<file path="src/hdl/eight_bit_alu_with_flags_defines.svh">
// Assertion macros for the eight-bit ALU with flags.
// Used by the top level; needs a signal named clk and an active-low rst_n in scope.
`ifndef EIGHT_BIT_ALU_WITH_FLAGS_DEFINES_SVH
`define EIGHT_BIT_ALU_WITH_FLAGS_DEFINES_SVH

`ifndef SYNTHESIS
`define EBALU_ASSERT_IMP(lbl, pre, post) \
  lbl: assert property (@(posedge clk) disable iff (!rst_n) (pre) |-> (post)) \
    else $error("assertion failed: same-cycle implication");
`define EBALU_ASSERT_NXT(lbl, pre, post) \
  lbl: assert property (@(posedge clk) disable iff (!rst_n) (pre) |=> (post)) \
    else $error("assertion failed: next-cycle implication");
`else
`define EBALU_ASSERT_IMP(lbl, pre, post)
`define EBALU_ASSERT_NXT(lbl, pre, post)
`endif

`endif

</file>
<file path="src/hdl/ebalu_pkg.sv">
// Shared types for the eight-bit ALU with flags: operation codes, item and result structs.
// No dependencies.
package ebalu_pkg;

  typedef enum logic [4:0] {
    OP_ADD  = 5'd0,
    OP_ADC  = 5'd1,
    OP_SUB  = 5'd2,
    OP_SBC  = 5'd3,
    OP_AND  = 5'd4,
    OP_XOR  = 5'd5,
    OP_OR   = 5'd6,
    OP_CP   = 5'd7,
    OP_RLC  = 5'd8,
    OP_RRC  = 5'd9,
    OP_RL   = 5'd10,
    OP_RR   = 5'd11,
    OP_SLA  = 5'd12,
    OP_SRA  = 5'd13,
    OP_SWAP = 5'd14,
    OP_SRL  = 5'd15,
    OP_BIT  = 5'd16,
    OP_RES  = 5'd17,
    OP_SET  = 5'd18,
    OP_DAA  = 5'd19,
    OP_CPL  = 5'd20,
    OP_SCF  = 5'd21,
    OP_CCF  = 5'd22,
    OP_RLCA = 5'd23,
    OP_RRCA = 5'd24,
    OP_RLA  = 5'd25,
    OP_RRA  = 5'd26,
    OP_INC  = 5'd27,
    OP_DEC  = 5'd28
  } op_t;

  typedef struct packed {
    op_t        op;
    logic [7:0] acc_in;
    logic [7:0] operand;
    logic [2:0] bit_index;
    logic       z_in;
    logic       n_in;
    logic       h_in;
    logic       c_in;
  } item_t;

  typedef struct packed {
    logic [7:0] result;
    logic       write_back;
    logic       z_out;
    logic       n_out;
    logic       h_out;
    logic       c_out;
  } res_t;

endpackage

</file>
<file path="src/hdl/ebalu_core.sv">
// Operation logic of the eight-bit ALU: one item in, one result out, no storage.
// Depends on ebalu_pkg.
module ebalu_core (
  input  ebalu_pkg::item_t item,
  output ebalu_pkg::res_t  res
);
  import ebalu_pkg::*;

  logic [7:0] a;
  logic [7:0] d;
  logic       ci;
  logic [8:0] sum9;
  logic [4:0] hsum5;
  logic [8:0] diff9;
  logic [4:0] hdiff5;
  logic [7:0] mask;
  logic       corr6;
  logic       corr60;
  logic [7:0] corr;
  logic [7:0] r;
  logic       wb;
  logic       z;
  logic       n;
  logic       h;
  logic       c;
  logic       set_z;

  assign a      = item.acc_in;
  assign d      = item.operand;
  assign ci     = ((item.op == OP_ADC) || (item.op == OP_SBC)) ? item.c_in : 1'b0;
  assign sum9   = {1'b0, a} + {1'b0, d} + {8'd0, ci};
  assign hsum5  = {1'b0, a[3:0]} + {1'b0, d[3:0]} + {4'd0, ci};
  assign diff9  = {1'b0, a} - {1'b0, d} - {8'd0, ci};
  assign hdiff5 = {1'b0, a[3:0]} - {1'b0, d[3:0]} - {4'd0, ci};
  assign mask   = 8'd1 << item.bit_index;
  assign corr6  = item.h_in || (!item.n_in && (a[3:0] > 4'h9));
  assign corr60 = item.c_in || (!item.n_in && (a > 8'h99));
  assign corr   = {1'b0, corr60, corr60, 2'b00, corr6, corr6, 1'b0};

  always_comb begin
    r     = 8'd0;
    wb    = 1'b1;
    z     = item.z_in;
    n     = item.n_in;
    h     = item.h_in;
    c     = item.c_in;
    set_z = 1'b1;
    case (item.op)
      OP_ADD, OP_ADC: begin
        r = sum9[7:0]; c = sum9[8]; h = hsum5[4]; n = 1'b0;
      end
      OP_SUB, OP_SBC: begin
        r = diff9[7:0]; c = diff9[8]; h = hdiff5[4]; n = 1'b1;
      end
      OP_CP: begin
        r = a; wb = 1'b0; set_z = 1'b0;
        z = (diff9[7:0] == 8'd0); c = diff9[8]; h = hdiff5[4]; n = 1'b1;
      end
      OP_AND:  begin r = a & d; n = 1'b0; h = 1'b1; c = 1'b0; end
      OP_XOR:  begin r = a ^ d; n = 1'b0; h = 1'b0; c = 1'b0; end
      OP_OR:   begin r = a | d; n = 1'b0; h = 1'b0; c = 1'b0; end
      OP_RLC:  begin r = {d[6:0], d[7]}; c = d[7]; n = 1'b0; h = 1'b0; end
      OP_RRC:  begin r = {d[0], d[7:1]}; c = d[0]; n = 1'b0; h = 1'b0; end
      OP_RL:   begin r = {d[6:0], item.c_in}; c = d[7]; n = 1'b0; h = 1'b0; end
      OP_RR:   begin r = {item.c_in, d[7:1]}; c = d[0]; n = 1'b0; h = 1'b0; end
      OP_SLA:  begin r = {d[6:0], 1'b0}; c = d[7]; n = 1'b0; h = 1'b0; end
      OP_SRA:  begin r = {d[7], d[7:1]}; c = d[0]; n = 1'b0; h = 1'b0; end
      OP_SWAP: begin r = {d[3:0], d[7:4]}; c = 1'b0; n = 1'b0; h = 1'b0; end
      OP_SRL:  begin r = {1'b0, d[7:1]}; c = d[0]; n = 1'b0; h = 1'b0; end
      OP_BIT: begin
        r = d; wb = 1'b0; set_z = 1'b0;
        z = ((d & mask) == 8'd0); n = 1'b0; h = 1'b1;
      end
      OP_RES: begin r = d & ~mask; set_z = 1'b0; end
      OP_SET: begin r = d | mask; set_z = 1'b0; end
      OP_DAA: begin
        r = item.n_in ? (a - corr) : (a + corr);
        c = item.c_in | corr60;
        h = 1'b0;
      end
      OP_CPL: begin r = ~a; n = 1'b1; h = 1'b1; set_z = 1'b0; end
      OP_SCF: begin r = a; c = 1'b1; n = 1'b0; h = 1'b0; set_z = 1'b0; end
      OP_CCF: begin r = a; c = ~item.c_in; n = 1'b0; h = 1'b0; set_z = 1'b0; end
      OP_RLCA: begin
        r = {a[6:0], a[7]}; c = a[7]; z = 1'b0; n = 1'b0; h = 1'b0; set_z = 1'b0;
      end
      OP_RRCA: begin
        r = {a[0], a[7:1]}; c = a[0]; z = 1'b0; n = 1'b0; h = 1'b0; set_z = 1'b0;
      end
      OP_RLA: begin
        r = {a[6:0], item.c_in}; c = a[7]; z = 1'b0; n = 1'b0; h = 1'b0; set_z = 1'b0;
      end
      OP_RRA: begin
        r = {item.c_in, a[7:1]}; c = a[0]; z = 1'b0; n = 1'b0; h = 1'b0; set_z = 1'b0;
      end
      OP_INC: begin r = d + 8'd1; h = (d[3:0] == 4'hF); n = 1'b0; end
      OP_DEC: begin r = d - 8'd1; h = (d[3:0] == 4'h0); n = 1'b1; end
      default: begin
        r = 8'd0; wb = 1'b0; set_z = 1'b0;
      end
    endcase
    if (set_z) begin
      z = (r == 8'd0);
    end
  end

  assign res = '{result: r, write_back: wb, z_out: z, n_out: n, h_out: h, c_out: c};

endmodule

</file>
<file path="src/hdl/eight_bit_alu_with_flags.sv">
// Eight-bit ALU with flags, a small 8-bit processor's arithmetic/logic unit behind a stream pair.
// A transfer on the input side yields exactly one result transfer, passing through the input register
// and then the result register around the combinational operation logic; a new item is taken every
// cycle while the output is not stalled, and throughput is then one item per clock.
// Unused operation codes 29 to 31 give a zero result, no write-back and unchanged flags.
// Depends on ebalu_pkg, ebalu_core and eight_bit_alu_with_flags_defines.svh.
`include "eight_bit_alu_with_flags_defines.svh"
module eight_bit_alu_with_flags (
  input  logic        clk,
  input  logic        rst_n,
  input  logic        in_tvalid,
  output logic        in_tready,
  // [7:0] acc_in, [15:8] operand, [18:16] bit_index, [19] z_in, [20] n_in, [21] h_in,
  // [22] c_in, [23] zero
  input  logic [23:0] in_tdata,
  // [4:0] op
  input  logic [4:0]  in_tuser,
  output logic        out_tvalid,
  input  logic        out_tready,
  // [7:0] result, [8] z_out, [9] n_out, [10] h_out, [11] c_out, [15:12] zero
  output logic [15:0] out_tdata,
  // [0] write_back
  output logic        out_tuser
);
  import ebalu_pkg::*;

  logic  in_v_r;
  item_t in_r;
  logic  out_v_r;
  res_t  out_r;
  res_t  res_nxt;
  logic  out_adv;

  assign out_adv   = !out_v_r || out_tready;
  assign in_tready = !in_v_r || out_adv;

  always_ff @(posedge clk) begin
    if (!rst_n) begin
      in_v_r <= 1'b0;
    end else if (in_tready) begin
      in_v_r <= in_tvalid;
    end
  end

  always_ff @(posedge clk) begin
    if (in_tready && in_tvalid) begin
      in_r <= '{op: op_t'(in_tuser), acc_in: in_tdata[7:0], operand: in_tdata[15:8],
                bit_index: in_tdata[18:16], z_in: in_tdata[19], n_in: in_tdata[20],
                h_in: in_tdata[21], c_in: in_tdata[22]};
    end
  end

  ebalu_core u_core (
    .item (in_r),
    .res  (res_nxt)
  );

  always_ff @(posedge clk) begin
    if (!rst_n) begin
      out_v_r <= 1'b0;
    end else if (out_adv) begin
      out_v_r <= in_v_r;
    end
  end

  always_ff @(posedge clk) begin
    if (out_adv && in_v_r) begin
      out_r <= res_nxt;
    end
  end

  assign out_tvalid = out_v_r;
  assign out_tdata  = {4'd0, out_r.c_out, out_r.h_out, out_r.n_out, out_r.z_out, out_r.result};
  assign out_tuser  = out_r.write_back;

  `EBALU_ASSERT_IMP(a_stall_cause, !in_tready, in_v_r && out_v_r && !out_tready)
  `EBALU_ASSERT_NXT(a_item_moves, out_adv && in_v_r, out_v_r)
  `EBALU_ASSERT_NXT(a_no_wb_cp_bit,
    out_adv && in_v_r && (in_r.op == OP_CP || in_r.op == OP_BIT), !out_tuser)
  `EBALU_ASSERT_NXT(a_acc_rot_clear_z,
    out_adv && in_v_r && (in_r.op == OP_RLCA || in_r.op == OP_RRCA ||
    in_r.op == OP_RLA || in_r.op == OP_RRA), !out_tdata[8])

endmodule
</file>
<file path="config.mk">
export PLATFORM = sky130hd
export DESIGN_NAME = eight_bit_alu_with_flags
export DESIGN_NICKNAME = d
export VERILOG_FILES = /design/src/hdl/ebalu_pkg.sv /design/src/hdl/ebalu_core.sv /design/src/hdl/eight_bit_alu_with_flags.sv
export VERILOG_INCLUDE_DIRS = /design/src /design/src/hdl
export SDC_FILE = /design/constraint.sdc
export NUM_CORES = 1
export LEC_CHECK = 0
export ABC_CLOCK_PERIOD_IN_PS = 4900
export BUFFER_PORTS_ARGS = -buffer_cell sky130_fd_sc_hd__buf_2
export CORE_ASPECT_RATIO = 0.7
export CORE_MARGIN = 8
export CORE_UTILIZATION = 35
export CTS_BUF_LIST = sky130_fd_sc_hd__clkbuf_4 sky130_fd_sc_hd__clkbuf_8
export CTS_CLUSTER_DIAMETER = 30
export DETAILED_ROUTE_END_ITERATION = 7
export PLACE_DENSITY_LB_ADDON = 0.2
export SYNTH_ARGS = -nofsm -noshare
export SYNTH_HDL_FRONTEND = slang
export SYNTH_SLANG_ARGS = --single-unit
</file>
<file path="constraint.sdc">
create_clock -name clk -period 4.9 [get_ports clk]
set_clock_uncertainty 0.15 [all_clocks]
set_input_delay 0.98 -clock clk [delete_from_list [all_inputs] [get_ports clk]]
set_output_delay 0.98 -clock clk [all_outputs]
set_load 0.005 [all_outputs]
</file>
Word-level counts from Yosys, hierarchy flattened
Index checks and enable logic that the tools add are counted.

storage, ports and cells
  flip-flop bits (word level) = 43
  input bits = 33
  output and inout bits = 19

operators by class
  add/sub/neg operators = 12
  magnitude comparators = 2
  eq/ne operators = 29
  shift-type cells = 1
  multiplexer cells = 10
  bitwise logic cells = 10
  reduce and logical (&&, ||, !) cells = 33

operators with widths
  kind                 number
  $pmux 8 s25          1
  $eq 5x5->1 const B   13
  $eq 5x4->1 const B   8
  $reduce_or 27->1     1
  $and 8x8->8          3
  $logic_not 8->1      3
  $reduce_or 21->1     1
  $eq 5x3->1 const B   4
  $reduce_or 18->1     1
  $reduce_or 17->1     1
  $not 8->8            2
  $or 8x8->8           2
  $reduce_or 3->1      4
  $reduce_or 4->1      3
  $eq 5x2->1 const B   2
  $pmux 1 s10          1
  $add 8x8->9          1
  $add 9x1->9          1
  $sub 8x8->9          1
  $sub 9x1->9          1
  $add 8x1->8 const B  1
  $add 8x7->8          1
  $gt 8x8->1 const B   1
  $mux 8               1
  other kinds (24)     39

Longest topological paths before layout
Gate-level depths: netlist of run 1.

  depth in word-level cells = 8
  gate-level depth with buffers = 17
  mapped depth without buffers = 14

Modules after synthesis
A second synthesis of run 1 with hierarchy kept.

unflattened totals
  cells, all modules = 559
  area total of the unflattened synthesis = 4790.8 µm²

by module, submodules not included
  module                    times used  cells each  area each (µm²)  sequential area each (µm²)
  ebalu_core                1           504         3422.0           0.0
  eight_bit_alu_with_flags  1           55          1368.8           1271.2

Worst setup path after synthesis of run 1
OpenSTA, ideal clock, no wires.

  path kind = register to register
  from = register in_r[25] (netlist name)
  to = register out_r (netlist bit out_tdata[8]) (data pin)
  library setup time = 0.180 ns
  arrival time = 3.828 ns
  data required time = 4.570 ns
  slack = 0.742 ns
  cell stages (with the launch flop) = 16
  buffers on the path = 4
  period minus slack after synthesis = 4.158 ns
  path through = edfxtp_1 buf_6 buf_6 buf_6 buf_2 nor2_1 nand3_1 fa_1 fa_1 nand2b_1 a2111oi_0 nor2_1 xnor2_1 or4b_2 a21o_1 o41ai_2

RTL lines
  element                   RTL line                        RTL
  start: declaration        eight_bit_alu_with_flags.sv:28  item_t in_r;
  start signal: assignment  eight_bit_alu_with_flags.sv:47  in_r <= '{op: op_t'(in_tuser), acc_in: in_tdata[7:0], operand: in_tdata[15:8],
  end signal: assignment    eight_bit_alu_with_flags.sv:68  out_r <= res_nxt;
  end: declaration          eight_bit_alu_with_flags.sv:30  res_t out_r;

==> results of run 1 <==
[power groups by stage]
| stage | sequential (mW) | clock, mW | combinational, mW |
|---|---|---|---|
| final | 0.462 | 0.284 | 0.418 |
| after global routing | 0.464 | 0.305 | 0.455 |
| after CTS | 0.460 | 0.293 | 0.408 |
| after detailed placement | 0.468 | 0 | 0.405 |
| after global placement | 0.468 | 0 | 0.399 |
| after floorplan | 0.460 | 0 | 0.291 |
[placed cells by master (no fill, tap or decap), types with 6 or more instances in the layout]
cell       Yosys  routed
a22oi_1        9       9
a21oi_1       37      37
xor2_1         7       7
or2_2          6       6
nand2_1       45      45
a211oi_1       8       8
fa_1           6       6
mux2i_1        7       7
nor2b_1       16      16
nor3_1        15      15
a221oi_1       8       8
nand3_1       12      12
buf_4          7      18
edfxtp_1      41      41
inv_1         34      34
xnor2_1       19      19
ha_1          36      36
o21ai_0       22      22
nor4_1        10      10
nand3b_1      11      11
a31oi_1        6       6
a2111oi_0      6       6
nand4_1        6       6
buf_2         11      46
nand2b_1      11      11
nor2_1        22      22
o21bai_1       6       6
o22ai_1       11      11
[metrics by stage]
step                      hold WS [ns]  instances  total power, mW  instance area [sq um]
final                           0.3752        768            1.164                   5213
after global routing            0.4099        768            1.223                   5213
after CTS                       0.3723        768            1.161                   5213
after detailed placement        0.3492        760           0.8732                   5105
after global placement          0.3453        760           0.8670                   5105
after floorplan                 0.3268        545           0.7512                   4762
[cell type report]
type | instances | area (sq um) | share of cell area, %
Multi-Input combinational cell | 433 | 3105 | 59.58
Timing Repair Buffer | 64 | 365.4 | 7.009
Tap cell | 185 | 231.5 | 4.441
Clock inverter | 3 | 38.79 | 0.7441
Clock buffer | 5 | 68.82 | 1.320
Inverter | 35 | 131.4 | 2.520
Sequential cell | 43 | 1271 | 24.39
[logic make-up after synthesis]
logic type	after synthesis	share of synthesized area (%)
XOR/XNOR	26	4.793
AND/OR/NAND/NOR	191	22.62
flip-flops	43	26.76
adder cells (fa/ha/maj)	42	12.01
other	1	0.07893
buffers and inverters	69	8.111
multiplexers	8	1.712
AO/OA/AOI/OAI	162	23.91
[worst paths after layout]
kind | slack [ns] | end | depth (start not counted)
max reg2reg | 0.66 | out_tdata[8]$_DFFE_PP_ | 12
min | 0.38 | out_tvalid$_SDFFE_PN0P_ | 1
max | 0.66 | out_tdata[8]$_DFFE_PP_ | 12
min reg2reg | 0.38 | out_tvalid$_SDFFE_PN0P_ | 1
[worst reg2reg max path: stages, from the launching register on]
cell and delay, ns:
edfxtp_1 0.40, nor2_1 0.12, buf_4 0.16, nand3_1 0.17, fa_1 0.46, fa_1 0.42
nand2b_1 0.18, a2111oi_0 0.71, nor2_1 0.14, xnor2_1 0.17, or4b_2 0.68, a21o_1 0.21
o41ai_2 0.05
[flip-flops by register name, indices dropped and copies added, names as in the netlist]
| register | cells |
|---|---|
| in_r | 28 |
| out_tdata | 12 |
| in_v_r | 1 |
| out_tuser | 1 |
| out_tvalid | 1 |
[synthesized netlist by cell type (8+ instances only)]
| cell type | count |
|---|---|
| nand2_1 | 45 |
| edfxtp_1 | 41 |
| a21oi_1 | 37 |
| ha_1 | 36 |
| inv_1 | 34 |
| nor2_1 | 22 |
| o21ai_0 | 22 |
| xnor2_1 | 19 |
| nor2b_1 | 16 |
| nor3_1 | 15 |
| nand3_1 | 12 |
| buf_2 | 11 |
| nand2b_1 | 11 |
| nand3b_1 | 11 |
| o22ai_1 | 11 |
| nor4_1 | 10 |
| a22oi_1 | 9 |
| a211oi_1 | 8 |
| a221oi_1 | 8 |
[metal layers]
| layer | vias to the layer above | track usage (%) |
|---|---|---|
| li1 | 2126 | - |
| met1 | 2201 | 27.56 |
| met2 | 351 | 24.48 |
| met3 | 47 | 8.425 |
| met4 | 0 | 6.057 |
| met5 | - | 0 |
==> flow_summary.ini, run 1 <==
[status]
run_status = complete, but fails checks
failed_checks = design-rule violations

[timing]
fmax_mhz = 235.9
worstMarginPinSlew_ns = 1.104
period_needed_ns = 4.239
report.final.slew_viol_count = 0
slew_headroom_pct = 25.70
rsz0062_at_grt = no
hold_viol = 0
timing.final.setup_violations = 0
layout_worst_path_cycle_share_pct = 86.52
finalSetupTns_ns = 0
setup_slack_ns = 0.6607

[global_routing]
global_route.usage.total_pct = 19.16
antenna_found_initial = 0
grt_max_degree = 52
global_route.overflow_total = 0
grt_first_pass_wirelength_mm = 26.21
grt_pass1_vias = 4415

[synthesis]
netlist_area_sq_um = 4751
post-synth-top-area-fraction_pct = 25.92
synth.yosys.seq_area_share_pct = 26.76
synth.largest_area_cell = edfxtp_1
postSynthRegisterBits = 43
edff_count_synth = 41
yosys_most_used_dff = edfxtp_1
yosys_warnings = 0
netlist_instances = 542
synth-async-reset-ratio_pct = 0
synth_cell_type_count = 77
synth.top_cells.by_area = edfxtp_1 26%, ha_1 9.5%, a21oi_1 3.9%
synthesis.area_per_instance_sq_um = 8.765

[cells_and_area]
number_of_diodes = 0
nNetsFinal = 657
final_core_util_pct = 39.41
layout-drive-gt1-share_pct = 15.61
flow.area_growth_from_synthesis_pct = 9.718
num-fill-cells = 1348

[placement]
hpwlAfterDp_mm = 13.15
pre_cts_ws_ns = 0.7559
gp_routability_congestion = 1.068
placement.io_buffers = 46

[cts]
post_cts_resized = 0
clock_latency_ns = 0.32
cts_tree = done
cts-hold-fix-buffers = 0
worst_setup_hold_path_clk_slew_ns = 0.09
cts_setup_buffers = 0
clock_buffer_depth = 2
cts-buffers-inserted = 5
cts_sinks = 43
cts-htree-levels = 2
root_buf_cell = clkbuf_8

[worst_setup_path]
startpoint_type = flop
critical_path.max_fanout = 4
setup.worst_path.class = flop to flop
critPathLaunch = in_r[25]$_DFFE_PP_
crit_path_end_kind = flop
critical_path_arrival_ns = 4.20
cell_breakdown_of_the_critical_path = nor2_1 -> buf_4 -> nand3_1 -> fa_1 -> fa_1 -> nand2b_1 -> a2111oi_0 -> nor2_1 -> xnor2_1 -> or4b_2 -> a21o_1 -> o41ai_2
crit_path_max_incr_delay_ns = 0.71
source_of_the_worst_register_to_register_timing_path = in_r[25]$_DFFE_PP_
crit_required_ns = 4.86
path_buf_inv = 1
crit_slowest_cell = a2111oi_0
worst_path_dominant_cell_family = simple AND/OR/NAND/NOR gates

[detailed_routing]
vias = 4725
remaining_drc_errors = 1
drtAntennaViolNets = 0
finalWirelength_mm = 17.25
avgViaCountPerCell = 6.152
detailroute.wirelength.met2_mm = 6.384
drtPass1Iterations = 8
met1_length_mm = 7.763
drt_iter0_markers = 696
detailroute.wirelength.met3_mm = 2.578
wl_per_cell_microns = 22.46
topRoutingLayerUsed = met4

[power_and_ir_drop]
power.net_switching_mw = 0.4184
power_frac_comb_pct = 35.9
worst_ir_drop_on_vdd_v = 0.00009686
pwr-share-clk_pct = 24.4
powerDensity_nw_per_um2 = 223.3
intPower_mw = 0.7457
seq_power_share_pct = 39.7
power_switching_share_pct = 35.94
cellLeakagePower_nw = 2.073

[job]
count_of_maximum_capacitance_violations = 0

[min_path]
hold_path_startpoint = in_v_r$_SDFFE_PN0N_
hold_class = flop to flop

[floorplanning]
die_y_microns = 113.5
fp.dieW_microns = 155.3
die_ar_sq_um = 17620
rows = 35
ioPinCount = 52
core_region_area_sq_um = 13230
initial_utilization_pct = 35.92
Power figures use the tool's default switching activity.
==> run 2, diff against run 1 <==
--- a/config.mk
+++ b/config.mk
@@ -14,7 +14,6 @@
 export CTS_BUF_LIST = sky130_fd_sc_hd__clkbuf_4 sky130_fd_sc_hd__clkbuf_8
 export CTS_CLUSTER_DIAMETER = 30
 export DETAILED_ROUTE_END_ITERATION = 7
-export PLACE_DENSITY_LB_ADDON = 0.2
 export SYNTH_ARGS = -nofsm -noshare
 export SYNTH_HDL_FRONTEND = slang
 export SYNTH_SLANG_ARGS = --single-unit
==> run 2 against run 1 <==
Net effect:
- the flow now finishes without violations
- worst setup slack worse by 0.23 ns
- clock-buffer cell count stayed put
- highest routed layer unchanged
- clock power is 18% lower
==> flow_summary.ini, run 2 (synthesis gave the netlist of run 1 again) <==
[worst_setup_path]
critical_path.reg2reg.endpoint = out_tdata[8]$_DFFE_PP_
worst_path_dominant_cell_family = simple AND/OR/NAND/NOR gates
r2r_slack_ns = 0.43
crit_slowest_cell = or4b_2
critical_path.max_fanout = 4
crit_required_ns = 4.87
crit_path_max_incr_delay_ns = 0.69
ff2ff_path_depth = 11
critical_path_arrival_ns = 4.44
crit_path_end_kind = flop
startpoint_type = flop
source_of_the_worst_register_to_register_timing_path = in_r[25]$_DFFE_PP_
cell_breakdown_of_the_critical_path = nor2_1 -> nand3_1 -> fa_1 -> fa_1 -> nand2b_1 -> a2111oi_0 -> nor2_1 -> xnor2_1 -> or4b_2 -> a21o_1 -> o41ai_2
setup.worst_path.class = flop to flop
path_buf_inv = 0

[cts]
post_cts_resized = 0
cts-buffers-inserted = 5
clock_buffer_depth = 2
clock_latency_ns = 0.32
cts_sinks = 43
cts_tree = done
worst_setup_hold_path_clk_slew_ns = 0.08
cts_setup_buffers = 0
cts-hold-fix-buffers = 0
cts-htree-levels = 2
root_buf_cell = clkbuf_8

[power_and_ir_drop]
worst_ir_drop_on_vdd_v = 0.0001142
total_power_mw = 1.124
powerDensity_nw_per_um2 = 215.6
cellLeakagePower_nw = 2.080

[global_routing]
grt_max_degree = 52
global_route.overflow_total = 0
globalRouteMet1Util_pct = 28.10
global_route.usage.total_pct = 20.32
use_met2_pct = 28.11
use_met3_pct = 8.991
grt_pass1_vias = 4473
grt_first_pass_wirelength_mm = 27.09
busiest_layer = met2
antenna_found_initial = 0

[detailed_routing]
drtPass1Iterations = 6
wl_per_cell_microns = 23.50
remaining_drc_errors = 0
drtAntennaViolNets = 0
avgViaCountPerCell = 6.126
vias = 4723
finalWirelength_mm = 18.12
drt_iter0_markers = 555

[status]
run_status = completed

[min_path]
hold_class = flop to flop
hold_path_startpoint = in_v_r$_SDFFE_PN0N_
holdPathStages = 1
min_to = out_tvalid$_SDFFE_PN0P_

[timing]
worstMarginPinSlew_ns = 1.039
slew_headroom_pct = 30.61
fmax_mhz = 223.8
period_needed_ns = 4.469
finalSetupTns_ns = 0
layout_worst_path_cycle_share_pct = 91.20
hold_viol = 0
rsz0062_at_grt = no
report.final.slew_viol_count = 0
timing.final.setup_violations = 0

[floorplanning]
die_y_microns = 113.5
ioPinCount = 52
rows = 35
initial_utilization_pct = 35.92
fp.dieW_microns = 155.3
die_ar_sq_um = 17620
core_region_area_sq_um = 13230

[cells_and_area]
number_of_diodes = 0
register_with_the_highest_flop_count = in_r
max_ffs_per_register = 28
multiInputGateArea_sq_um = 3105
flow.area_growth_from_synthesis_pct = 9.692
layout-drive-gt1-share_pct = 16.21
mostFrequentLayoutCells = 46 x buf_2, 45 x nand2_1, 41 x edfxtp_1
layout.cells.most_common = buf_2
nNetsFinal = 660
layout.area.seq_sq_um = 1271
num-fill-cells = 1373

[placement]
hpwlAfterDp_mm = 13.81
placement.io_buffers = 46
gp_routability_congestion = 1.017

[job]
count_of_maximum_capacitance_violations = 0
[run 2: cell types whose count changed in the layout (fill, tap and decap cells not counted), sizes merged]
cell    previous run  this run
bufinv             1         0
clkinv             2         3
buf               64        67
[run 2: routing by layer]
metal,vias to the layer above,part of all wire (%)
li1,2120,-
met1,2282,45
met2,291,39
met3,30,15
met4,0,1.9
met5,-,0
[run 2: area by class of cell]
type	count	share of cell area (%)
Multi-Input combinational cell	433	59.59
Sequential cell	43	24.39
Timing Repair Buffer	67	7.443
Tap cell	185	4.442
Inverter	35	2.521
Clock buffer	5	1.321
Clock inverter	3	0.2881
[run 2: through the flow]
| step | setup WS [ns] | hold slack, ns | util (%) | cells | area (sq um) |
|---|---|---|---|---|---|
| 6_report | 0.4314 | 0.3819 | 39.40 | 771 | 5211 |
| 5_1_grt | 0.08914 | 0.4330 | 39.40 | 771 | 5211 |
| 4_1_cts | 0.5436 | 0.3892 | 39.40 | 771 | 5211 |
| 3_5_place_dp | 0.6072 | 0.3647 | 38.77 | 763 | 5127 |
| 3_3_place_gp | 0.6444 | 0.3471 | 38.77 | 763 | 5127 |
| 2_1_floorplan | 0.7421 | 0.3268 | - | 545 | 4762 |
[run 2: power by group]
group	switching [mW]	internal [mW]
Combinational	0.268	0.165
Sequential	0.0272	0.432
Clock	0.134	0.0978
Total	0.429	0.695
[run 2: worst reg2reg max path, stage by stage, from the launching register on]
cell       delay [ns]
edfxtp_1         0.39
nor2_1           0.48
nand3_1          0.26
fa_1             0.49
fa_1             0.42
nand2b_1         0.19
a2111oi_0        0.62
nor2_1           0.15
xnor2_1          0.18
or4b_2           0.69
a21o_1           0.21
o41ai_2          0.05
[run 2: worst max path at each step]
| stage | slack [ns] | endpoint | startpoint | cells past startpoint |
|---|---|---|---|---|
| 6_report | 0.43 | out_tdata[8]$_DFFE_PP_ | in_r[25]$_DFFE_PP_ | 11 |
| 5_1_grt | 0.09 | out_tdata[8]$_DFFE_PP_ | in_r[25]$_DFFE_PP_ | 11 |
| 3_3_place_gp | 0.64 | out_tdata[8]$_DFFE_PP_ | in_r[25]$_DFFE_PP_ | 11 |
| 3_5_place_dp | 0.61 | out_tdata[8]$_DFFE_PP_ | in_r[25]$_DFFE_PP_ | 11 |
| 4_1_cts | 0.54 | out_tdata[8]$_DFFE_PP_ | in_r[25]$_DFFE_PP_ | 11 |
| 2_1_floorplan | 0.74 | out_tdata[8]$_DFFE_PP_ | in_r[25]$_DFFE_PP_ | 15 |
